## config.mk

```make
export PLATFORM = sky130hd
export DESIGN_NAME = gdz_fifo
export DESIGN_NICKNAME = d
export VERILOG_FILES = /design/src/hw/rtl/gdz_pkg.sv /design/src/hw/rtl/gdz_fifo.sv
export SDC_FILE = /design/constraint.sdc
export NUM_CORES = 1
export LEC_CHECK = 0
export BUFFER_PORTS_ARGS = -buffer_cell sky130_fd_sc_hd__buf_2
export CORE_MARGIN = 1
export CORE_UTILIZATION = 50
export CTS_CLUSTER_DIAMETER = 40
export CTS_CLUSTER_SIZE = 16
export DETAILED_ROUTE_END_ITERATION = 10
export PLACE_DENSITY = 0.85
export SLEW_MARGIN = 20
export SYNTH_ARGS = -nofsm -noshare
export SYNTH_HDL_FRONTEND = slang
export SYNTH_SLANG_ARGS = --single-unit
```

## constraint.sdc

```tcl
create_clock -name i_clk -period 10.3 [get_ports i_clk]
set_input_delay 2.06 -clock i_clk [delete_from_list [all_inputs] [get_ports i_clk]]
set_output_delay 2.06 -clock i_clk [all_outputs]
set_load 0.05 [all_outputs]
```

## src/hw/rtl/gdz_pkg.sv

```systemverilog
package gdz_pkg;

    localparam int NUM_BUTTONS = 15;
    localparam int NUM_AXES    = 6;
    localparam int NUM_STICKS  = 4;
    localparam int NUM_EVENTS  = NUM_BUTTONS + NUM_AXES;
    localparam int EV_IDX_W    = $clog2(NUM_EVENTS);
    localparam int AXIS_IDX_W  = $clog2(NUM_AXES);
    localparam int SRC_W       = 4;
    localparam int AXIS_W      = 16;
    localparam int KIND_W      = 2;
    localparam int CFG_IDX_W   = 3;
    // queue depth, kept a power of two so the pointers wrap on their own
    localparam int FIFO_DEPTH  = 2;

    localparam logic [KIND_W-1:0] KIND_PRESS   = 2'd0;
    localparam logic [KIND_W-1:0] KIND_RELEASE = 2'd1;
    localparam logic [KIND_W-1:0] KIND_AXIS    = 2'd2;

    localparam logic [CFG_IDX_W-1:0] REG_STICK_LO   = 3'd0;
    localparam logic [CFG_IDX_W-1:0] REG_STICK_HI   = 3'd1;
    localparam logic [CFG_IDX_W-1:0] REG_TRIG_LO    = 3'd2;
    localparam logic [CFG_IDX_W-1:0] REG_TRIG_HI    = 3'd3;
    localparam logic [CFG_IDX_W-1:0] REG_STICK_REST = 3'd4;
    localparam logic [CFG_IDX_W-1:0] REG_TRIG_REST  = 3'd5;

    localparam logic signed [AXIS_W-1:0] RST_STICK_LO   = 16'shF333;
    localparam logic signed [AXIS_W-1:0] RST_STICK_HI   = 16'sh0CCD;
    localparam logic signed [AXIS_W-1:0] RST_TRIG_LO    = 16'sh8000;
    localparam logic signed [AXIS_W-1:0] RST_TRIG_HI    = 16'sh8666;
    localparam logic signed [AXIS_W-1:0] RST_STICK_REST = 16'sh0000;
    localparam logic signed [AXIS_W-1:0] RST_TRIG_REST  = 16'sh8000;

    typedef struct packed {
        logic signed [AXIS_W-1:0] stick_lo;
        logic signed [AXIS_W-1:0] stick_hi;
        logic signed [AXIS_W-1:0] trig_lo;
        logic signed [AXIS_W-1:0] trig_hi;
        logic signed [AXIS_W-1:0] stick_rest;
        logic signed [AXIS_W-1:0] trig_rest;
    } t_cfg;

    // one classified snapshot: which events fire, and what they report
    typedef struct packed {
        logic [NUM_EVENTS-1:0]              mask;
        logic [NUM_BUTTONS-1:0]             buttons;
        logic [NUM_AXES-1:0][AXIS_W-1:0]    values;
    } t_job;

endpackage

```

## src/hw/rtl/gdz_fifo.sv

```systemverilog
module gdz_fifo import gdz_pkg::*; (
    input  logic i_clk,
    input  logic i_rst_n,
    input  logic i_push,
    input  t_job i_job,
    input  logic i_pop,
    output t_job o_job,
    output logic o_full,
    output logic o_empty
);

    localparam int PTR_W = $clog2(FIFO_DEPTH);
    localparam int CNT_W = $clog2(FIFO_DEPTH + 1);

    t_job             r_mem [FIFO_DEPTH];
    logic [PTR_W-1:0] r_wr_ptr;
    logic [PTR_W-1:0] r_rd_ptr;
    logic [CNT_W-1:0] r_count;
    logic             w_push;
    logic             w_pop;

    assign o_full  = (r_count == CNT_W'(FIFO_DEPTH));
    assign o_empty = (r_count == '0);
    assign o_job   = r_mem[r_rd_ptr];
    assign w_push  = i_push && !o_full;
    assign w_pop   = i_pop && !o_empty;

    always_ff @(posedge i_clk) begin
        if (w_push) begin
            r_mem[r_wr_ptr] <= i_job;
        end
    end

    always_ff @(posedge i_clk) begin
        if (!i_rst_n) begin
            r_wr_ptr <= '0;
            r_rd_ptr <= '0;
            r_count  <= '0;
        end else begin
            if (w_push) begin
                r_wr_ptr <= r_wr_ptr + 1'b1;
            end
            if (w_pop) begin
                r_rd_ptr <= r_rd_ptr + 1'b1;
            end
            if (w_push && !w_pop) begin
                r_count <= r_count + 1'b1;
            end else if (w_pop && !w_push) begin
                r_count <= r_count - 1'b1;
            end
        end
    end

endmodule

```

==> impl_metrics.json, run 1 <==
{
  "wire_per_inst_um": 18.24,
  "insertion_delay_ps": 530,
  "first_pass_iters": 4,
  "synth_top_family_by_area": "multiplexers",
  "synth_fa_ha_area_share_pct": 0.1240,
  "grt_pass1_wl_um": 27160,
  "cts.htree.levels": 1,
  "postRouteWirelength_um": 18570,
  "initial_core_util_pct": 51.50,
  "p_total_w": 0.003793,
  "yosysSeqAreaShare_pct": 79.56,
  "grt_util_all_layers_pct": 17.33,
  "final_area_um2": 12730,
  "power_density_nw_per_um2": 298.0,
  "core_area_um2": 19590,
  "cp-start-kind": "flip-flop",
  "setup_viol": 0,
  "synth_area_um2": 10090,
  "layout-drive-gt1-share_pct": 61.38,
  "nFillCells": 1337,
  "post-route-period-util_pct": 49.27,
  "place_area_um2": 11670,
  "synth_area_leaders": "edfxtp_1 79%, mux2_4 12%, mux2_2 5.8%",
  "fin_crit_ps": 5075,
  "final_util_pct": 64.97,
  "antenna_left": 0,
  "synth-simple-area-share_pct": 0.5456,
  "drc_errors": 0,
  "crit_chain": "buf_6, mux2_2, buf_2",
  "cp_data_required_time_ps": 8240,
  "hold_viol_final": 0,
  "cts_hold_buf": 0,
  "synth_top_area_share_pct": 78.57,
  "worstSetupEndpointType": "output pin",
  "cts_tree": "done",
  "crit_slowest_cell": "dfxtp_4",
  "syn_avg_cell_area_um2": 23.14,
  "status": "completed",
  "fin_cells": 1018,
  "ys_ff_latch": 269,
  "rows": 51,
  "antenna_found_initial": 2,
  "ir_drop_v": 0.0001976,
  "drv_cap": 0,
  "final_nets": 864,
  "via_per_inst": 4.946,
  "via_count": 5035,
  "synth-compound-area-share_pct": 0.3224,
  "yosys_warnings": 0,
  "grt.overflow.total": 0,
  "p_leak_nw": 4.915,
  "timing.critical_path.buf_inv": 2,
  "cpLargestDelayFamily": "flip-flops",
  "hpwl_um": 12360,
  "gp_congestion": 0.6966,
  "postCtsSetupBuffers": 0,
  "syn_nets": 573,
  "grt_max_degree": 83,
  "cts_resized": 0,
  "max_freq_ghz": 0.1970,
  "reg2reg_slack_ps": 7600,
  "max_slew_margin_pct": 31.16,
  "cts-root-buf": "clkbuf_16",
  "portBuffers": 269,
  "pin_count": 270,
  "dp_cells": 959,
  "fp.dieH_um": 144.1,
  "drv_slew": 0,
  "worst_slew_pin_slew_ps": 1033,
  "synthCells": 436,
  "synth_cell_type_count": 22,
  "finClkSkew_ps": 14.33,
  "worst-setup-path-type": "reg2out",
  "hp-class": "reg2reg",
  "syn_to_final_growth_pct": 26.15,
  "setup_tns_ps": 0,
  "grt_pass1_vias": 5394,
  "rsz0062_at_grt": "false",
  "cts.sinks": 269,
  "synth_mux_area_share_pct": 17.71,
  "clockBufferDepth": 3,
  "synth_xor_area_share_pct": 0.2604,
  "critPathArrivalTime_ps": 3010,
  "yosys.area.top_type": "edfxtp_1",
  "dr.first_iter.drc_count": 225,
  "cp_max_fo": 68,
  "die_area_um2": 20750,
  "clkTransAtPathRegs_ps": 60,
  "cts_made_buffers": 30,
  "slowest_delay_ps": 990,
  "chipWidth_um": 144.1
}
per-stage QoR:
| step | hold WS [ps] | worst slack [ps] |
|---|---|---|
| detailed placement | 540.7 | 5505 |
| floorplan | 483.3 | 2474 |
| global placement | 497.8 | 5542 |
| CTS | 551.2 | 4939 |
| global route | 623.3 | 5098 |
| finish | 552.5 | 5225 |
placed cells by master, fill, tap and decap left out, types with 2 or more instances in the layout:
cell	instances
and2_1	3
nor2_1	2
clkinv_1	2
clkbuf_16	31
mux2_2	52
buf_4	3
inv_8	2
clkinv_2	5
mux2_4	80
clkbuf_1	2
diode_2	2
clkinvlp_4	4
clkinv_4	2
edfxtp_1	264
buf_2	269
inv_1	2
clkinv_8	2
inv_6	3
dfxtp_1	4
bufinv_16	2
xnor2_1	2
power by group:
part / internal [W] / total (W) / switching (W)
Sequential: 0.00138 / 0.00146 / 0.0000786
Clock: 0.000616 / 0.00105 / 0.000435
Combinational: 0.000398 / 0.00129 / 0.000888
path summary, 6_finish.rpt:
check / start / to / depth (start not counted)
min reg2reg: r_count[1] / r_count[1] / 2
max: flip-flop / o_job[127] / 3
max reg2reg: r_count[0] / r_mem[1][47] / 3
min: r_count[1] / r_count[1] / 2
worst register-to-register path, delay by kind of cell, from the launching register on:
family,cells,cell delay [ps]
buffers and inverters,1,970
AND/OR/NAND/NOR,2,880
flip-flops,1,430
state kept, by name (all words and copies together) (netlist names), named ones only:
| signal | cells |
|---|---|
| r_rd_ptr | 1 |
| r_wr_ptr | 1 |
| r_count | 2 |
| r_mem | 264 |
routing by layer:
metal / GRT usage [%] / up-vias / share of wire, %
met3: 6.258 / 37 / 9.6
met2: 31.60 / 227 / 52
li1: - / 2325 / -
met5: 0 / - / 0.048
met1: 18.26 / 2444 / 36
met4: 6.215 / 2 / 2.3
cells in the mapped netlist:
cell type / n
o21a_1: 1
ha_1: 1
nor2_1: 2
xor2_1: 1
or3_1: 1
and2_1: 3
mux2_4: 80
inv_1: 2
buf_6: 9
edfxtp_1: 264
and3_1: 1
buf_8: 1
mux2_2: 52
a21boi_0: 1
o21ai_0: 1
nand2b_1: 1
dfxtp_1: 5
a21boi_1: 1
nor3_2: 1
xnor2_1: 2
buf_2: 5
o21ai_1: 1
cell families after synthesis:
kind of cell               Yosys count
and+or+nand+nor                      9
muxes                              132
xor gates and xnor gates             3
DFF                                269
buffers and inverters               17
adders and majority gates            1
AOI/OAI and AO/OA                    5
layout make-up:
class | count | area (um2) | share of cell area (%)
inverter | 2 | 7.507 | 0.05898
clock buffer | 33 | 783.3 | 6.154
tap | 265 | 331.6 | 2.605
clock inverter | 23 | 237.7 | 1.868
antenna | 2 | 5.005 | 0.03932
multi-input combinational | 150 | 1924 | 15.12
sequential | 269 | 8031 | 63.10
timing repair buffer | 274 | 1408 | 11.06
No activity file was read; power rests on OpenSTA's default activity.
==> run 2: changes to the inputs <==
Clock period 10.3 ns to 5.1 ns, I/O delays scaled along.
==> impl_metrics.json, run 2 (synthesized netlist as in run 1, its figures left out) <==
{
  "worst-setup-path-type": "reg2out",
  "r2r_start": "r_count[0]",
  "grtUsageMet2_pct": 31.60,
  "hpwl_um": 12180,
  "initial_core_util_pct": 51.50,
  "cts_tree": "done",
  "worstRegToRegCells": 3,
  "timing.hold.ws_ps": 554.3,
  "cts_resized": 0,
  "finClkSkew_ps": 20.92,
  "critPathArrivalTime_ps": 2650,
  "syn_to_final_growth_pct": 26.36,
  "crit_slowest_cell": "dfxtp_4",
  "hp-start": "r_count[1]",
  "cp-start-kind": "flip-flop",
  "drc_errors": 0,
  "chipWidth_um": 144.1,
  "grt_max_degree": 103,
  "power_density_nw_per_um2": 607.8,
  "rsz0062_at_grt": "false",
  "dp_cells": 959,
  "fin_crit_ps": 3674,
  "via_count": 5039,
  "cts_hold_buf": 0,
  "hold_viol_final": 0,
  "antenna_found_initial": 1,
  "max_slew_margin_pct": 37.66,
  "status": "completed",
  "clockBufferDepth": 3,
  "rows": 51,
  "antenna_left": 0,
  "postRouteWirelength_um": 18740,
  "grt_util_all_layers_pct": 17.46,
  "cts_made_buffers": 31,
  "worstSetupEndpointType": "output pin",
  "grt_pass1_vias": 5318,
  "insertion_delay_ps": 540,
  "pin_count": 270,
  "grt.busiest_layer": "met2",
  "first_pass_iters": 4,
  "use_met3_pct": 4.868,
  "max_freq_ghz": 0.2722,
  "crit_chain": "buf_12, mux2_2, buf_2",
  "cts-root-buf": "clkbuf_16",
  "via_per_inst": 4.960,
  "cp_data_required_time_ps": 4080,
  "setup_tns_ps": 0,
  "grt.overflow.total": 0,
  "wire_per_inst_um": 18.45,
  "final_util_pct": 65.08,
  "cp_max_fo": 102,
  "nFillCells": 1331,
  "layout_common_cells": "269 x buf_2, 264 x edfxtp_1, 80 x mux2_4",
  "die_area_um2": 20750,
  "portBuffers": 269,
  "final_area_um2": 12750,
  "drv_cap": 0,
  "final_common_cell": "buf_2",
  "setup_viol": 0,
  "gp_congestion": 0.7043,
  "drv_slew": 0,
  "cts.htree.levels": 1,
  "hp-class": "reg2reg",
  "dr.first_iter.drc_count": 288,
  "layout-drive-gt1-share_pct": 61.52,
  "worst_slew_pin_slew_ps": 935.1,
  "met1_usage_pct": 19.99,
  "postCtsSetupBuffers": 0,
  "place_area_um2": 11700,
  "largest_register_ffs": 264,
  "final_nets": 864,
  "regMostFlops": "r_mem",
  "diodes": 0,
  "post-route-period-util_pct": 72.03,
  "grt_pass1_wl_um": 27320,
  "slowest_delay_ps": 710,
  "fp.dieH_um": 144.1,
  "reg.largest.list": "r_mem x264, r_count x2",
  "clkTransAtPathRegs_ps": 60,
  "cts.sinks": 269,
  "hold_depth": 2,
  "core_area_um2": 19590,
  "fin_cells": 1016,
  "p_leak_nw": 4.923,
  "ir_drop_v": 0.0003359
}
run 2: worst paths after layout:
| check | slack [ps] | to |
|---|---|---|
| worst max-delay path | 1430 | o_job[123] |
| worst min register to register | 550 | r_count[1] |
| worst max register to register | 2900 | r_mem[1][90] |
| worst min-delay path | 550 | r_count[1] |
run 2: area by class of cell:
cell class	count	area [um2]	area share [%]
clock inverter	23	266.5	2.090
multi-input combinational	150	1924	15.09
sequential	269	8031	62.99
clock buffer	34	787.0	6.173
inverter	2	7.507	0.05888
timing repair buffer	273	1401	10.99
tap	265	331.6	2.601
run 2: per-layer routing:
metal / share of wire [%] / vias up
li1: - / 2323
met1: 37 / 2478
met2: 53 / 207
met3: 8.0 / 31
met4: 2.2 / 0
met5: 0 / -
run 2: power breakdown:
part	internal (W)	leakage [nW]	switching, W	total, W
Sequential	0.00278	2.51	0.000124	0.00291
Combinational	0.000799	1.91	0.00184	0.00264
Clock	0.00130	0.506	0.000901	0.00220
Total	0.00489	4.92	0.00286	0.00775
run 2: through the flow:
step	setup WS [ps]	total power [W]
finish	1426	0.007749
detailed placement	2056	0.005604
floorplan	404.9	0.005125
global placement	2113	0.005538
CTS	1475	0.007822
global route	1368	0.008014
run 2: critical path, delay by kind of cell, from the launching register on:
family	cells	cell delay, ps
mux	1	420
buf+inv	2	680
flops	1	710
